## src/rtl/core/aph_pkg.sv

```systemverilog
// ----------------------------------------------------------------------------
// aph_pkg
// Shared types, codes, widths and the bin edge cosine function of the
// angular pair histogram unit.
// ----------------------------------------------------------------------------
`default_nettype none

package aph_pkg;

	localparam int NUM_BINS_DEF    = 360;
	localparam int COUNT_WIDTH_DEF = 34;

	localparam int CFG_W       = 9;
	localparam int BIN_W       = 9;
	localparam int COUNT_OUT_W = 34;
	localparam int EST_W       = 32;
	localparam int DOT_W       = 34;
	localparam int COS_W       = 32;
	localparam int S_TDATA_W   = 112;
	localparam int S_TUSER_W   = 4;
	localparam int M_TDATA_W   = 144;
	localparam int M_TUSER_W   = 2;

	localparam logic [CFG_W-1:0] CFG_RESET = 9'd360;

	localparam longint unsigned ONE_Q     = 64'd1073741824;
	localparam longint unsigned PI_Q      = 64'd3373259426;
	localparam longint unsigned HALF_PI_Q = 64'd1686629713;
	localparam longint unsigned EDGE_STEP_Q =
		(64'd436332313 * 64'd1073741824 + 64'd50000000000) / 64'd100000000000;

	typedef enum logic [1:0] {
		OP_ACCUM = 2'd0,
		OP_READ  = 2'd1,
		OP_CLEAR = 2'd2,
		OP_NONE  = 2'd3
	} op_t;

	localparam logic [1:0] SEL_DD = 2'd0;
	localparam logic [1:0] SEL_DR = 2'd1;
	localparam logic [1:0] SEL_RR = 2'd2;

	typedef enum logic [1:0] {
		RD_DD  = 2'd0,
		RD_DR  = 2'd1,
		RD_RR  = 2'd2,
		RD_ACC = 2'd3
	} rd_src_t;

	typedef enum logic [3:0] {
		ST_CLR_INIT,
		ST_IDLE,
		ST_DOT,
		ST_SRCH_ADDR,
		ST_SRCH_CMP,
		ST_ACC_RD,
		ST_ACC_WR,
		ST_RD_DD,
		ST_RD_DR,
		ST_RD_RR,
		ST_RD_CAP,
		ST_DIV_START,
		ST_DIV_WAIT,
		ST_CLR,
		ST_RESULT
	} state_t;

	typedef struct packed {
		logic    take;
		logic    clr_write;
		logic    dot_step;
		logic    srch_cmp;
		logic    rd_en;
		rd_src_t rd_src;
		logic    acc_write;
		logic    cap_dd;
		logic    cap_dr;
		logic    cap_rr;
		logic    div_start;
		logic    emit;
	} cmd_t;

	typedef struct packed {
		logic s_fire;
		op_t  op;
		logic clr_last;
		logic dot_last;
		logic srch_done;
		logic acc_hit;
		logic rb_ok;
		logic div_done;
		logic out_free;
	} sts_t;

	// long division for the elaboration-time edge table
	function automatic longint unsigned udiv(longint unsigned n, longint unsigned d);
		longint unsigned q;
		longint unsigned r;
		q = '0;
		r = '0;
		for (int k = 63; k >= 0; k--) begin
			r = {r[62:0], n[k]};
			if (r >= d) begin
				r    = r - d;
				q[k] = 1'b1;
			end
		end
		return q;
	endfunction

	function automatic longint signed cos_taylor(longint unsigned r);
		longint unsigned x2;
		longint unsigned term;
		longint signed   sum;
		x2   = (r * r) >> 30;
		term = ONE_Q;
		sum  = longint'(ONE_Q);
		for (int n = 1; n <= 9; n++) begin
			term = udiv((term * x2) >> 30, longint'((2 * n - 1) * (2 * n)));
			if (n % 2 == 1)
				sum = sum - longint'(term);
			else
				sum = sum + longint'(term);
		end
		return sum;
	endfunction

	function automatic logic signed [COS_W-1:0] edge_cos(int unsigned i);
		longint unsigned a;
		longint signed   c;
		a = longint'(i) * EDGE_STEP_Q;
		if (a <= HALF_PI_Q)
			c = cos_taylor(a);
		else if (a >= PI_Q)
			c = -longint'(ONE_Q);
		else
			c = -cos_taylor(PI_Q - a);
		return COS_W'(c);
	endfunction

endpackage

`default_nettype wire

```

## src/rtl/core/aph_ctrl.sv

```systemverilog
// ----------------------------------------------------------------------------
// aph_ctrl
// Controller state machine: sequences clear sweeps, dot product, edge
// search, bin update, bin read-out with division, and result hand-off.
// ----------------------------------------------------------------------------
`default_nettype none

module aph_ctrl (
	input  wire logic          clk,
	input  wire logic          arst_n,
	input  wire aph_pkg::sts_t sts,
	output aph_pkg::cmd_t      cmd
);

	aph_pkg::state_t state_q;
	aph_pkg::state_t state_d;

	always_ff @(posedge clk or negedge arst_n) begin
		if (!arst_n)
			state_q <= aph_pkg::ST_CLR_INIT;
		else
			state_q <= state_d;
	end

	always_comb begin
		state_d = state_q;
		case (state_q)
			aph_pkg::ST_CLR_INIT: begin
				if (sts.clr_last)
					state_d = aph_pkg::ST_IDLE;
			end
			aph_pkg::ST_IDLE: begin
				if (sts.s_fire) begin
					case (sts.op)
						aph_pkg::OP_ACCUM: state_d = aph_pkg::ST_DOT;
						aph_pkg::OP_READ:  state_d = aph_pkg::ST_RD_DD;
						aph_pkg::OP_CLEAR: state_d = aph_pkg::ST_CLR;
						default:           state_d = aph_pkg::ST_RESULT;
					endcase
				end
			end
			aph_pkg::ST_DOT: begin
				if (sts.dot_last)
					state_d = aph_pkg::ST_SRCH_ADDR;
			end
			aph_pkg::ST_SRCH_ADDR: begin
				if (!sts.srch_done)
					state_d = aph_pkg::ST_SRCH_CMP;
				else if (sts.acc_hit)
					state_d = aph_pkg::ST_ACC_RD;
				else
					state_d = aph_pkg::ST_RESULT;
			end
			aph_pkg::ST_SRCH_CMP:  state_d = aph_pkg::ST_SRCH_ADDR;
			aph_pkg::ST_ACC_RD:    state_d = aph_pkg::ST_ACC_WR;
			aph_pkg::ST_ACC_WR:    state_d = aph_pkg::ST_RESULT;
			aph_pkg::ST_RD_DD: begin
				if (sts.rb_ok)
					state_d = aph_pkg::ST_RD_DR;
				else
					state_d = aph_pkg::ST_RESULT;
			end
			aph_pkg::ST_RD_DR:     state_d = aph_pkg::ST_RD_RR;
			aph_pkg::ST_RD_RR:     state_d = aph_pkg::ST_RD_CAP;
			aph_pkg::ST_RD_CAP:    state_d = aph_pkg::ST_DIV_START;
			aph_pkg::ST_DIV_START: state_d = aph_pkg::ST_DIV_WAIT;
			aph_pkg::ST_DIV_WAIT: begin
				if (sts.div_done)
					state_d = aph_pkg::ST_RESULT;
			end
			aph_pkg::ST_CLR: begin
				if (sts.clr_last)
					state_d = aph_pkg::ST_RESULT;
			end
			aph_pkg::ST_RESULT: begin
				if (sts.out_free)
					state_d = aph_pkg::ST_IDLE;
			end
			default: state_d = aph_pkg::ST_CLR_INIT;
		endcase
	end

	always_comb begin
		cmd = '0;
		cmd.rd_src = aph_pkg::RD_DD;
		case (state_q)
			aph_pkg::ST_CLR_INIT: cmd.clr_write = 1'b1;
			aph_pkg::ST_IDLE:     cmd.take = 1'b1;
			aph_pkg::ST_DOT:      cmd.dot_step = 1'b1;
			aph_pkg::ST_SRCH_CMP: cmd.srch_cmp = 1'b1;
			aph_pkg::ST_ACC_RD: begin
				cmd.rd_en  = 1'b1;
				cmd.rd_src = aph_pkg::RD_ACC;
			end
			aph_pkg::ST_ACC_WR: cmd.acc_write = 1'b1;
			aph_pkg::ST_RD_DD: begin
				cmd.rd_en  = 1'b1;
				cmd.rd_src = aph_pkg::RD_DD;
			end
			aph_pkg::ST_RD_DR: begin
				cmd.rd_en  = 1'b1;
				cmd.rd_src = aph_pkg::RD_DR;
				cmd.cap_dd = 1'b1;
			end
			aph_pkg::ST_RD_RR: begin
				cmd.rd_en  = 1'b1;
				cmd.rd_src = aph_pkg::RD_RR;
				cmd.cap_dr = 1'b1;
			end
			aph_pkg::ST_RD_CAP:    cmd.cap_rr = 1'b1;
			aph_pkg::ST_DIV_START: cmd.div_start = 1'b1;
			aph_pkg::ST_CLR:       cmd.clr_write = 1'b1;
			aph_pkg::ST_RESULT:    cmd.emit = sts.out_free;
			default: ;
		endcase
	end

endmodule

`default_nettype wire

```

## config.mk

```make
export PLATFORM = sky130hd
export DESIGN_NAME = aph_ctrl
export DESIGN_NICKNAME = d
export VERILOG_FILES = /design/src/rtl/core/aph_pkg.sv /design/src/rtl/core/aph_ctrl.sv
export SDC_FILE = /design/constraint.sdc
export NUM_CORES = 1
export LEC_CHECK = 0
export ABC_CLOCK_PERIOD_IN_PS = 1500
export CAP_MARGIN = 20
export CORE_ASPECT_RATIO = 1.25
export CORE_UTILIZATION = 25
export CTS_BUF_LIST = sky130_fd_sc_hd__clkbuf_16
export CTS_CLUSTER_SIZE = 14
export DETAILED_ROUTE_END_ITERATION = 10
export DONT_BUFFER_PORTS = 1
export HOLD_SLACK_MARGIN = 0.06
export SYNTH_ARGS = -nofsm -noshare
export SYNTH_HDL_FRONTEND = slang
export SYNTH_SLANG_ARGS = --single-unit
```

## constraint.sdc

```tcl
create_clock -name clk -period 1.5 [get_ports clk]
set_input_delay 0 -clock clk [delete_from_list [all_inputs] [get_ports clk]]
set_output_delay 0 -clock clk [all_outputs]
set_load 0.02 [all_outputs]
```

# Word-level counts from Yosys, hierarchy flattened

Index checks and enable logic that the tools add are counted.

Register bits: 4
Input port bits: 12
Output and inout bits: 13

Equal/unequal tests: 22
Multiplexer cells: 22
Reductions and logical operators: 4

Operators by type and width:

| cell               | count |
|---|---|
| $pmux 4 s15        | 1 |
| $mux 4             | 8 |
| $eq 4x4->1 const B | 7 |
| $eq 4x3->1 const B | 4 |
| $ne 2x2->1 const B | 6 |
| $pmux 3 s4         | 1 |
| $pmux 4 s3         | 1 |
| $mux 1             | 10 |
| $eq 4x2->1 const B | 2 |
| $reduce_and 6->1   | 1 |
| $eq 4x1->1 const B | 1 |
| $logic_not 4->1    | 1 |
| $mux 3             | 1 |
| $eq 2x1->1 const B | 1 |
| $eq 2x2->1 const B | 1 |
| $logic_not 2->1    | 1 |
| $reduce_or 2->1    | 1 |

# Depth between registers and ports, before layout

Gate-level depths: netlist of run 1.

Depth after elaboration: 4
Depth in mapped cells: 6

# Worst setup path after synthesis of run 1

Ideal clock, no wire load.

Kind: register to register
Start point: register state_q[3]
End point: register state_q[0]
Setup time: 121 ps
Data arrival time: 1471 ps
Required time: 1379 ps
Slack: -92 ps
Cell stages (with the launch flop): 6
Path through: dfrtp_1 -> buf_6 -> or3_1 -> a211o_1 -> o311a_2 -> a22o_1

Cells in the longest elaborated chain, start to end: 3
Elaborated cells on any way between the ends: 23
Those cells by class: 20 x eq/ne; 1 x mux; 2 x reduce/logical

Ends and longest elaborated chain:

| item                               | line           | text |
|---|---|---|
| from (decl)                        | aph_ctrl.sv:15 | `aph_pkg::state_t state_q;` |
| from (signal assigned)             | aph_ctrl.sv:20 | `state_q <= aph_pkg::ST_CLR_INIT;` |
| from (signal assigned)             | aph_ctrl.sv:22 | `state_q <= state_d;` |
| $eq 4x1->1 (tied with other cells) | aph_ctrl.sv:27 | `case (state_q)` |
| $ne 2x2->1 (no line)               | --             |  |
| $reduce_and 6->1 (no line)         | --             |  |

Parallel ways exist; a longest one is shown, timed or not.
A chain may end at the register's enable or synchronous reset.

# Worst setup path in the final report of run 1

Start point: register state_q[0]
End point: register state_q[0]

The elaborated chain is that of the path after synthesis.

==> flow_summary_export.csv, run 1 <==
group,metric,value,unit
status,outcome,"complete, but fails checks",
status,violations,"design-rule violations",
sta,maxSlewHeadroom,0.743,
sta,fin_crit,1.48,ns
placed_design,place_congestion,0.769,
sta,rsz0062_at_grt,"true",
cts,cts_sinks,4,
sta,hold_viol_final,0,
logic_synthesis,ys_warn_count,0,
worst_setup_path,path_class,"flip-flop to flip-flop",
min_path,hp-class,"primary input to flip-flop",
die,core,2030,um^2
worst_setup_path,critPathMaxStageDelay,0.39,ns
route,ant_nets,0,
worst_setup_path,cp-start-kind,"flip-flop",
placed_design,dp.cells,109,
logic_synthesis,syn_area,548,um^2
sta,finalClockSkew,0.00121,ns
logic_synthesis,synth_seq_cells,4,
logic_synthesis,synth_cells,79,
grt,overflow,0,
worst_setup_path,cp_cell_sequence,"or3_1 > a211o_1 > o311a_2 > a22o_1",
sta,hold_slack,0.100,ns
sta,setup_tns,0,ns
logic_synthesis,synth_top_cells_by_count,"9 x nor2_1, 7 x a21oi_1, 6 x nand2_1, 5 x inv_1, 5 x nand3_1",
cts,clock_path_buffers,2,
cts,cts_tree,"done",
power_and_ir_drop,p_total,1.99,mW
cts,path_clk_slew,0.03,ns
route,wl_per_cell,13.1,um
logic_synthesis,yosys.area.top_type,"dfrtp_1",
grt,grtUsageTotal,0.139,
die,io_pins,25,
worst_setup_path,worstSetupEndpointType,"flip-flop",
sta,setup_viol,0,
final_layout,fill_cells,216,
logic_synthesis,ys_types,33,
logic_synthesis,synth_area_per_cell,6.94,um^2
final_layout,top_regs,"state_q: 4 flops",
worst_setup_path,crit_arrival,1.59,ns
worst_setup_path,critPathTopFamily,"compound AO/OA/AOI/OAI gates",
grt,antenna_found_initial,0,
grt,grt_first_pass_wirelength,2380,um
logic_synthesis,syn_nets,95,
logic_synthesis,ys_top_cells_by_area,"dfrtp_1 18%, ha_1 9.1%, a21oi_1 6.4%, nor2_1 6.2%, nand2b_1 4.6%",
route,dr.pass1.iters,10,
worst_setup_path,worst-path-buf-inv,0,
power_and_ir_drop,leakage,0.354,nW
die,dieArea,2380,um^2
grt,grt_pass1_vias,584,
placed_design,hpwl,1100,um
cts,clockRootBuffer,"clkbuf_16",
route,finalWirelength,1490,um
final_layout,regMostFlops,"state_q",
logic_synthesis,yosysMostFrequentCell,"nor2_1",
cts,cts_buffers,3,
route,vias,642,
final_layout,nets,112,
job,drv_cap,0,
final_layout,finalNonFillerCells,114,
power_and_ir_drop,vdd_ir_drop_max,0.000993,V
die,dieHeight,54.3,um
power_and_ir_drop,p_per_area,2580,nW/um^2
final_layout,area_growth,41.1,%
worst_setup_path,worst_ep_required_time,1.61,ns
sta,finalCritPeriodShare,0.988,
die,rows,18,
die,die_w,43.9,um
logic_synthesis,async_reset_ff_frac,1.00,
cts,clock_latency,0.23,ns
logic_synthesis,synth_seq_area_share,0.183,
final_layout,largest_reg_flops,4,
cts,htreeDepth,1,
sta,max_freq,674,MHz
die,start_util,0.270,
logic_synthesis,synth_edf_count,0,
worst_setup_path,worstPathMaxFanout,3,
grt,grt_max_degree,20,
route,drc,1,
final_layout,drive_above_1_share,0.298,
route,drtIter0Drc,13,
sta,slew_viol_final,0,
final_layout,num_antenna_cells,0,
cts,cts_setup_buffers,0,
placed_design,io_buffer_count,0,
sta,tightest_slew,0.385,ns
worst_setup_path,slowest_stage,"or3_1",
final_layout,final_util,0.381,
logic_synthesis,synth_top_area_frac,0.183,
logic_synthesis,ys.flop_type,"dfrtp_1",
route,viasPerCell,5.63,
worst register-to-register path, cell delays in order, from the launching register on:
cell and delay (ns):
dfrtp_1 0.36, or3_1 0.39, a211o_1 0.28, o311a_2 0.14, a22o_1 0.20
logic make-up (layout without fill, tap and decap cells):
| kind of cell | count (synthesis) | count (layout) | synth area share |
|---|---|---|---|
| AO/OA/AOI/OAI | 24 | 24 | 0.285 |
| adder cells (fa/ha/maj) | 4 | 4 | 0.0913 |
| buffers and inverters | 11 | 26 | 0.0913 |
| flip-flops | 4 | 4 | 0.183 |
| multiplexers | 2 | 2 | 0.0388 |
| AND/OR/NAND/NOR | 34 | 34 | 0.310 |
report_power, final:
part	internal (mW)	switching, mW	total (mW)
registers	0.172	0.0377	0.209
clock network	0.341	0.0819	0.423
logic	0.564	0.795	1.36
total	1.08	0.915	1.99
placed cells by master (no fill, tap or decap), drive strengths merged, types with 2 or more instances in the layout:
cell type	count
buf	16
nor2	9
a21oi	7
nand2	6
nand3	5
o21ai	5
inv	5
nor3	4
nand2b	4
ha	4
dfrtp	4
clkbuf	3
dlygate4sd3	2
nor3b	2
cell type report:
class / instances / area [um^2] / share of cell area
Tap cell: 20 / 25.0 / 0.0324
Multi-Input combinational cell: 64 / 414 / 0.536
Sequential cell: 4 / 100 / 0.129
Clock buffer: 3 / 75.1 / 0.0971
Inverter: 5 / 18.8 / 0.0243
Timing Repair Buffer: 18 / 140 / 0.181
stage by stage:
step / instance area [um^2] / setup WS [ns]
after floorplan: 548 / -0.0572
after global placement: 662 / 0.0395
after detailed placement: 662 / 0.0132
after CTS: 759 / 0.00992
after global routing: 773 / -0.0414
final: 773 / 0.0173
final timing paths:
path	start	end	slack [ns]	depth (start not counted)
max	state_q[0]	state_q[0]	0.02	4
min	sts[0]	state_q[3]	0.10	3
max reg2reg	state_q[0]	state_q[0]	0.02	4
min reg2reg	state_q[0]	state_q[0]	0.75	2
max in group asynchronous	arst_n	state_q[3]	0.76	2
min in group asynchronous	arst_n	state_q[2]	0.58	2
per-layer routing:
layer / vias up / global-route usage / share of wire
met5: - / 0 / 0
met4: 0 / 0.106 / 0.021
met3: 4 / 0.0330 / 0.074
met2: 28 / 0.246 / 0.50
met1: 297 / 0.141 / 0.41
li1: 313 / - / -
what timing repair did:
action / CTS / global route
hold endpoints to repair: 4 / 0
hold buffers: 2 / 0
endpoints found under the setup margin: 1 / 9
resized for setup: 1 / 6
No activity file was read; power rests on OpenSTA's default activity.
==> run 2: changes to the inputs <==
Settings changed: CORE_AREA set to 2 2 39 41, CORE_ASPECT_RATIO 1.25 to unset, CORE_UTILIZATION 25 to unset, DIE_AREA set to 0 0 41 43, RECOVER_POWER set to 25.
==> flow_summary_export.csv, run 2 (synthesized netlist as in run 1, its figures left out) <==
group,metric,value,unit
die,dieHeight,43,um
route,dr.pass1.iters,4,
cts,clock_path_buffers,2,
final_layout,mostFrequentLayoutCells,"16 x buf_4, 7 x a21oi_1, 6 x nor2_1, 5 x nand2_1, 5 x nand3_1",
power_and_ir_drop,switchingPower,0.923,mW
power_and_ir_drop,p_int,1.11,mW
grt,grtUsageTotal,0.185,
sta,rsz0062_at_grt,"true",
route,finalWirelength,1450,um
power_and_ir_drop,vdd_ir_drop_max,0.00113,V
sta,fin_crit,1.52,ns
cts,htreeDepth,1,
worst_setup_path,cp-start-kind,"flip-flop",
status,outcome,"complete, but fails checks",
route,drtIter0Drc,14,
die,die_w,41,um
cts,path_clk_slew,0.03,ns
sta,worst_slack,-0.0218,ns
worst_setup_path,path_class,"flip-flop to flip-flop",
final_layout,largest_reg_flops,4,
final_layout,regMostFlops,"state_q",
min_path,hp-class,"primary input to flip-flop",
final_layout,top_regs,"state_q: 4 flops",
sta,slew_viol_final,0,
die,io_pins,25,
worst_setup_path,worstPathMaxFanout,3,
cts,clock_latency,0.22,ns
die,start_util,0.396,
route,vias,617,
final_layout,num_antenna_cells,0,
worst_setup_path,slowest_stage,"or3_4",
placed_design,io_buffer_count,0,
placed_design,placed_area,657,um^2
sta,setup_viol,2,
cts,cts_setup_buffers,0,
worst_setup_path,crit_arrival,1.63,ns
sta,max_freq,657,MHz
final_layout,nets,112,
final_layout,area_growth,43.4,%
grt,grt_pass1_vias,565,
final_layout,fill_cells,140,
final_layout,drive_above_1_share,0.319,
cts,cts_buffers,3,
power_and_ir_drop,leakage,0.358,nW
route,drc,0,
worst_setup_path,cp_cell_sequence,"or3_4 > a211o_1 > o311a_4 > a22o_1",
power_and_ir_drop,p_comb_frac,0.692,
final_layout,layout_commonest_cell,"buf_4",
grt,antenna_found_initial,0,
power_and_ir_drop,p_total,2.03,mW
final_layout,final_util,0.568,
final_layout,regArea,100,um^2
power_and_ir_drop,p_per_area,2590,nW/um^2
sta,maxSlewHeadroom,0.737,
power_and_ir_drop,seq_power_share,0.107,
sta,finalCritPeriodShare,1.01,
cts,cts_tree,"done",
job,drv_cap,0,
worst_setup_path,worstSetupEndpointType,"flip-flop",
power_and_ir_drop,netSwitchingFraction,0.454,
die,core,1380,um^2
placed_design,place_congestion,0.772,
sta,tightest_slew,0.393,ns
placed_design,hpwl,1060,um
die,dieArea,1760,um^2
cts,clockRootBuffer,"clkbuf_16",
grt,grt_max_degree,17,
placed_design,dp_slack,-0.00686,ns
cts,cts_sinks,4,
worst_setup_path,critPathMaxStageDelay,0.39,ns
sta,hold_viol_final,0,
power_and_ir_drop,p_clk_frac,0.202,
final_layout,multi_input_area,432,um^2
route,viasPerCell,5.61,
die,rows,14,
route,wl_per_cell,13.2,um
grt,grt_first_pass_wirelength,2280,um
final_layout,stdcell_area,786,um^2
grt,overflow,0,
sta,finalClockSkew,0.0000282,ns
status,violations,"negative setup slack",
route,ant_nets,0,
worst_setup_path,worst_ep_required_time,1.61,ns
==> run 2: worst paths after layout <==
kind                       startpoint         end  slack, ns  cells past startpoint
max                        state_q[2]  state_q[0]      -0.02                      4
min                            sts[0]  state_q[3]        0.1                      3
max reg2reg                state_q[2]  state_q[0]      -0.02                      4
min reg2reg                state_q[0]  state_q[0]       0.69                      2
max in group asynchronous      arst_n  state_q[1]       0.72                      2
min in group asynchronous      arst_n  state_q[2]       0.61                      2
==> run 2: routing by layer <==
metal	track usage	routed length, um	vias up
li1	-	-	314
met1	0.210	581	286
met2	0.319	785	15
met3	0.0366	68	2
met4	0.0667	17	0
met5	0	0	-
==> run 2: cell type report <==
| type | count | share of cell area |
|---|---|---|
| multi-input cells | 64 | 0.549 |
| well taps | 16 | 0.0255 |
| flip-flops and latches | 4 | 0.127 |
| inverters | 5 | 0.0239 |
| clock buffers | 3 | 0.0955 |
| repair buffers | 18 | 0.178 |
==> run 2: repair_timing <==
action	4_1_cts	5_1_grt
setup endpoints to repair	6	11
pin swaps	0	3
hold endpoints to repair	4	0
hold buffers	2	0
gates resized for setup	1	9
==> run 2: power groups by stage <==
stage	clock, mW	sequential, mW	combinational [mW]
floorplan	0	0.214	0.932
global placement	0	0.209	1.31
detailed placement	0	0.214	1.32
CTS	0.412	0.213	1.34
global route	0.427	0.221	1.54
finish	0.410	0.217	1.41
==> run 2: critical path: cells and delay by family (launching register included) <==
family / cells / cell delay [ns]
compound gates: 3 / 0.66
simple gates: 1 / 0.39
flops: 1 / 0.36
==> run 2: stage by stage <==
stage / TNS [ns] / cells / hold WS [ns]
6_report: -0.0251 / 110 / 0.0957
3_3_place_gp: 0 / 105 / -0.295
5_1_grt: -0.301 / 110 / 0.117
2_1_floorplan: -0.0718 / 79 / -0.296
4_1_cts: -0.153 / 110 / 0.107
3_5_place_dp: -0.00686 / 105 / -0.296
